==> src/scr_pkg.sv <==
// Shared types, widths, constants and arithmetic helpers of the sphere collision block.
`default_nettype none
package scr_pkg;

  // Active axes (2 or 3); axes beyond it pass through unchanged
  localparam int DIM = 3;

  // Pipeline depths of the iterative units
  localparam int ISQ_STEPS = 32;                    // one root bit per stage
  localparam int DIV_STEPS = 31;                    // one quotient bit per stage
  localparam int SIDE_LAT  = ISQ_STEPS + DIV_STEPS; // sideband delay length

  // Radicand, root, normalized magnitude and divisor widths
  localparam int SQ_W   = 64;
  localparam int ROOT_W = 32;
  localparam int MN_W   = 31;

  // Reset values of the configuration registers
  localparam logic [30:0] RADIUS_RST = 31'd65536;
  localparam logic [17:0] ELAST_RST  = 18'd65536;

  // Reciprocal of ten, used as (y * RECIP10) >> RECIP10_SH for 32-bit y
  localparam logic [31:0] RECIP10    = 32'hCCCCCCCD;
  localparam int          RECIP10_SH = 35;

  // Configuration register indexes
  typedef enum logic [2:0] {
    CFG_CENTER_X   = 3'd0,
    CFG_CENTER_Y   = 3'd1,
    CFG_CENTER_Z   = 3'd2,
    CFG_RADIUS     = 3'd3,
    CFG_ELASTICITY = 3'd4
  } cfg_idx_t;

  // Per-item sideband that travels alongside the datapath
  typedef struct packed {
    logic             vld;
    logic [2:0][31:0] pos;
    logic [2:0][31:0] vel;
    logic [2:0]       dneg;
    logic [30:0]      rad;
    logic             hit;
    logic             nz;
    logic [2:0][30:0] mn;
  } scr_side_t;

  // Round to nearest, ties away from zero, after a right shift by s
  function automatic logic signed [71:0] rnd_sh(input logic signed [71:0] x,
                                                input logic [6:0] s);
    logic [71:0] mag;
    logic [71:0] m;
    mag = x[71] ? 72'(-x) : 72'(x);
    m   = (mag + (72'(1) << (s - 7'd1))) >> s;
    return x[71] ? -$signed(m) : $signed(m);
  endfunction

  // Clamp to the signed 32-bit range
  function automatic logic [31:0] sat32(input logic signed [71:0] x);
    logic signed [71:0] hi;
    logic signed [71:0] lo;
    hi = 72'sd2147483647;
    lo = -72'sd2147483648;
    if (x > hi) begin
      return 32'h7FFFFFFF;
    end else if (x < lo) begin
      return 32'h80000000;
    end else begin
      return x[31:0];
    end
  endfunction

endpackage
`default_nettype wire

==> src/scr_div.sv <==
// Pipelined restoring divider: (num << 30) / den, one quotient bit per stage.
`default_nettype none
module scr_div (
  input  wire                         clk,
  input  wire                         en,
  input  wire  [scr_pkg::MN_W-1:0]    num,
  input  wire  [scr_pkg::ROOT_W-1:0]  den,
  output logic [scr_pkg::MN_W-1:0]    quo
);
  import scr_pkg::*;

  logic [ROOT_W-1:0] rem_r [DIV_STEPS];
  logic [ROOT_W-1:0] den_r [DIV_STEPS];
  logic [MN_W-1:0]   q_r   [DIV_STEPS];
  logic [ROOT_W-1:0] rem_nxt [DIV_STEPS];
  logic [MN_W-1:0]   q_nxt   [DIV_STEPS];
  logic [ROOT_W-1:0] den_nxt [DIV_STEPS];

  // First stage sees the whole numerator top; later stages shift in zeros
  always_comb begin
    logic [ROOT_W:0] t;
    logic            ge;
    for (int j = 0; j < DIV_STEPS; j++) begin
      if (j == 0) begin
        t          = (ROOT_W + 1)'(num);
        den_nxt[j] = den;
        q_nxt[j]   = '0;
      end else begin
        t          = {rem_r[(j == 0) ? 0 : j - 1], 1'b0};
        den_nxt[j] = den_r[(j == 0) ? 0 : j - 1];
        q_nxt[j]   = q_r[(j == 0) ? 0 : j - 1];
      end
      ge = (t >= {1'b0, den_nxt[j]});
      rem_nxt[j] = ge ? ROOT_W'(t - {1'b0, den_nxt[j]}) : ROOT_W'(t);
      q_nxt[j][DIV_STEPS-1-j] = ge;
    end
  end

  always_ff @(posedge clk) begin
    if (en) begin
      for (int j = 0; j < DIV_STEPS; j++) begin
        rem_r[j] <= rem_nxt[j];
        den_r[j] <= den_nxt[j];
        q_r[j]   <= q_nxt[j];
      end
    end
  end

  assign quo = q_r[DIV_STEPS-1];

endmodule
`default_nettype wire

==> config.mk <==
export PLATFORM = sky130hd
export DESIGN_NAME = scr_div
export DESIGN_NICKNAME = d
export VERILOG_FILES = /design/src/scr_pkg.sv /design/src/scr_div.sv
export SDC_FILE = /design/constraint.sdc
export NUM_CORES = 2
export LEC_CHECK = 0
export BUFFER_PORTS_ARGS = -buffer_cell sky130_fd_sc_hd__buf_2
export CORE_MARGIN = 3
export CORE_UTILIZATION = 26
export DETAILED_ROUTE_END_ITERATION = 8
export GPL_TIMING_DRIVEN = 0
export SLEW_MARGIN = 20
export SYNTH_ARGS = -nofsm -noshare
export SYNTH_HDL_FRONTEND = slang
export SYNTH_SLANG_ARGS = --single-unit
==> constraint.sdc <==
create_clock -name clk -period 6.7 [get_ports clk]
set_clock_uncertainty 0.2 [all_clocks]
set_input_delay 0.67 -clock clk [delete_from_list [all_inputs] [get_ports clk]]
set_output_delay 0.67 -clock clk [all_outputs]
set_load 0.02 [all_outputs]
# Word level (Yosys, flattened, before mapping)
# Memory sizes are Yosys's and may differ from the RTL's.
# Cells that the tools add are included.
# W data, S select, Z words.
word_totals:
  ram_bits: 2945
  in_bits: 65
  mem_count: 3
  regBits: 0
  out_inout_bits: 31
mem_list:
  columns: ["memory", "words", "width", "rd", "rd_ports_with_merged_regs", "write_ports", "line", "rtl"]
  rows:
  - ["den_r", 31, 32, 30, 0, 31, "scr_div.sv:13", "logic [ROOT_W-1:0] den_r [DIV_STEPS];"]
  - ["rem_r", 31, 32, 30, 0, 31, "scr_div.sv:12", "logic [ROOT_W-1:0] rem_r [DIV_STEPS];"]
  - ["q_r", 31, 31, 31, 0, 31, "scr_div.sv:14", "logic [MN_W-1:0] q_r [DIV_STEPS];"]
classes:
  n_lt_le_gt_ge: 31
  n_addsub: 31
  muxes: 33
ops:
  columns: ["op", "n"]
  rows:
  - ["$mux W32", 31]
  - ["$ge A33 B32 Y1", 30]
  - ["$sub A32 B32 Y32", 30]
  - ["$ge A31 B32 Y1", 1]
  - ["$sub A31 B32 Y32", 1]
  - ["$mux W1", 2]

# Logic depth before layout (Yosys ltp)
# An unclocked memory read counts as a cell.
depth:
  ltp_word: 3
  mapped_depth: 16
  ltp_nobuf: 15

# Least setup slack after synthesis
# Ideal clock, no wire load.
synth_timing:
  path_type: "input to register"
  start: "input port num[0] (netlist name)"
  end: "memory rem_r[0][16], data pin"
  stages: 14
  required_time_ns: 6.240
  setup_ns: 0.260
  path_buffers: 1
  setup_slack_ns: 2.704
  arrival_ns: 3.536
  path_cell_list: "inv_1 ha_1 inv_1 fa_1 a211oi_1 o21bai_1 o41ai_1 a211oi_1 nor2_1 o21a_1 o31ai_1 a21oi_1 buf_2 mux2_2"
synth_rtl:
  columns: ["item", "line", "rtl"]
  rows:
  - ["start, declared", "scr_div.sv:6", "input wire [scr_pkg::MN_W-1:0] num,"]
  - ["end, declared", "scr_div.sv:12", null]

==> qor.txt <==
gr ovfl total -> 0
Worst-Skew Late Latency -> 940 ps
RSZ-0062 raised after global routing -> false
Via Count -> 90100
TritonCTS clock tree -> built
Core ar. -> 0.518 sq mm
Reg-to-Reg Start -> rem_r[0][99]
CP required -> 7030 ps
CP Max Fanout -> 145
clk sinks -> 2416
Async S/R FF share, synth -> 0%
Pwr per Cell Area -> 477 mW/mm^2
TritonCTS Buffers -> 288
design area -> 0.155 sq mm
top cells by area, synth -> edfxtp_1 54%, ha_1 9.1%, a21oi_1 3.6%, inv_1 3.4%, o21ai_0 3.1%
Overall Power -> 73.9 mW
clk slew on worst S/H paths -> 60 ps
Synth cell types -> 109
first-pass GRT wire length -> 497000 um
Max VDD drop -> 0.211 mV
Routed WL per cell -> 16.3 um
post-CTS setup buffers -> 0
Final setup viols -> 0
GP Congestion -> 0.895
Layout area overhead -> 14.5%
number of synthesized flops with an enable pin -> 2416
critical path data arrival time -> 6490 ps
I/O pin count -> 96
vias in the first global route -> 88900
Post-Synthesis Mean Instance Area -> 11.2 sq um
total routed wirelength -> 321000 um
flops & latches, synth -> 2416
top_reg_cell synth -> edfxtp_1
placed insts -> 19100
critical path class -> input pin to flop
post-DP HPWL -> 243000 um
status -> finished, final reports clean
Port Buffer Count -> 95
Cell Rows -> 264
min cycle time layout -> 6160 ps
pin count of the biggest net entering global routing -> 146
drc violations -> 0
layout cells sized above 1 -> 7.67%
Post-Layout Cell Count -> 19700
Max Slew Vio Count -> 0
post-route setup TNS -> 0 ps
H-tree Lvls -> 5
sequential share of the synthesized area -> 53.6%
Hold WC Path Type -> flop to flop
Nets -> 13600
Syn. warnings -> 0
vias per cell -> 4.58
die area -> 0.529 sq mm
flop-to-flop setup slack -> 1880 ps
P_leak -> 61.7 nW
period utilisation layout -> 91.9%
total track usage -> 11.6%
Post-DP Area -> 0.145 sq mm
Worst setup EP type -> flop
First-pass DRT Iterations -> 6
hold slack -> 173 ps
most frequent cells in the layout -> 2416 x edfxtp_1, 1236 x inv_1, 990 x ha_1, 978 x a21oi_1, 924 x nand2_1
max frequency -> 162 MHz
commonest non-fill, non-tap cell in the layout -> edfxtp_1
chip width -> 728 um
max-cap violations -> 0
Root Driver -> clkbuf_16
endpoints failing hold -> 0
Die Y -> 728 um
ANT nets after route -> 0
initial antenna violation count -> 9
crit start category -> input pin
syn nets -> 13100
Gates resized, CTS repair -> 0
Layout fillers -> 53100
Bufs on Longest Clock Path -> 4
post-synth top area share -> 53.6%
max_slew headroom -> 18.2%
worst slew pin tran -> 1220 ps
Syn Std Cell Area -> 0.135 sq mm
Syn Inst Count -> 12000
Initial Utilization -> 26.1%
Initial DRC Count -> 5928
Worst Hold Launch -> q_r[1][22]
critical path launch point -> en
area leader, netlist -> edfxtp_1
## synth_stat cells (all sizes together), types with 18 or more instances
| cell type | number |
|---|---|
| a221oi | 21 |
| and2 | 53 |
| o31ai | 77 |
| nand2 | 924 |
| nor4 | 30 |
| mux2 | 308 |
| xnor2 | 469 |
| nor3 | 136 |
| edfxtp | 2416 |
| and4 | 28 |
| and3 | 104 |
| or3 | 38 |
| nand2b | 154 |
| nand3 | 177 |
| xor2 | 345 |
| fa | 30 |
| o31a | 32 |
| inv | 1237 |
| or2 | 47 |
| buf | 118 |
| o211ai | 40 |
| a21o | 484 |
| mux2i | 21 |
| a211o | 32 |
| a31oi | 93 |
| o41ai | 18 |
| o21a | 126 |
| nand3b | 18 |
| a21boi | 40 |
| clkbuf | 189 |
| nor2b | 165 |
| a31o | 20 |
| ha | 990 |
| o21bai | 120 |
| nand4 | 150 |
| a21oi | 989 |
| nor2 | 624 |
| o21ai | 888 |
| o22ai | 18 |
| a211oi | 71 |
## kinds of logic after synthesis
family / after synthesis / share of synthesized area (%)
AO/OA/AOI/OAI: 3222 / 14.9
XOR/XNOR: 814 / 5.27
adder cells (fa/ha/maj): 1020 / 9.59
buffers and inverters: 1544 / 4.47
flip-flops: 2416 / 53.6
multiplexers: 329 / 2.72
AND/OR/NAND/NOR: 2694 / 9.48
## worst max-delay path, stage by stage
cell,delay (ps)
dlygate4sd3_1,570
buf_12,300
buf_16,440
buf_16,480
buf_16,520
buf_16,370
buf_16,390
buf_16,450
buf_16,380
buf_16,510
buf_16,440
## flip-flops by register name (all words and copies together), names as in the netlist
signal / cells
q_r: 496
rem_r: 960
den_r: 960
## timing repair
action / CTS / global route
hold endpoints to repair: 128 / 0
setup endpoints to repair: 0 / 145
hold buffers: 64 / 0
## metal layers
layer	part of all wire, %	vias up	GRT usage, %
li1	-	44900	-
met1	42	42700	14.0
met2	49	1778	20.7
met3	3.7	667	1.45
met4	4.7	0	5.18
met5	0	-	0
## power breakdown
| part | switching [mW] | total, mW | internal, mW |
|---|---|---|---|
| combinational | 19.4 | 33.6 | 14.2 |
| sequential | 2.35 | 24.8 | 22.5 |
| clock | 6.48 | 15.5 | 9.05 |
## final timing paths
check                       end  depth (start not counted)
setup / recovery  rem_r[1][417]                         11
hold / removal       q_r[1][53]                          0
setup reg to reg  rem_r[0][156]                         12
hold reg to reg      q_r[1][53]                          0
## area by class of cell
type / instances / area [sq um] / area share, %
clock inverter: 165 / 1750 / 1.13
sequential: 2416 / 72500 / 46.8
inverter: 1237 / 4640 / 2.99
tap: 6916 / 8650 / 5.58
buffer: 307 / 1410 / 0.908
antenna: 9 / 22.5 / 0.0145
timing repair buffer: 180 / 1700 / 1.10
clock buffer: 349 / 7540 / 4.86
multi-input combinational: 8079 / 56800 / 36.6
## per-stage QoR
step	utilization (%)	setup slack (ps)
2_1_floorplan	-	2700
3_3_place_gp	27.9	-35550
3_5_place_dp	28.0	-277
4_1_cts	29.9	191
5_1_grt	29.9	193
6_report	29.9	539
(Power assumes the default switching activity.)
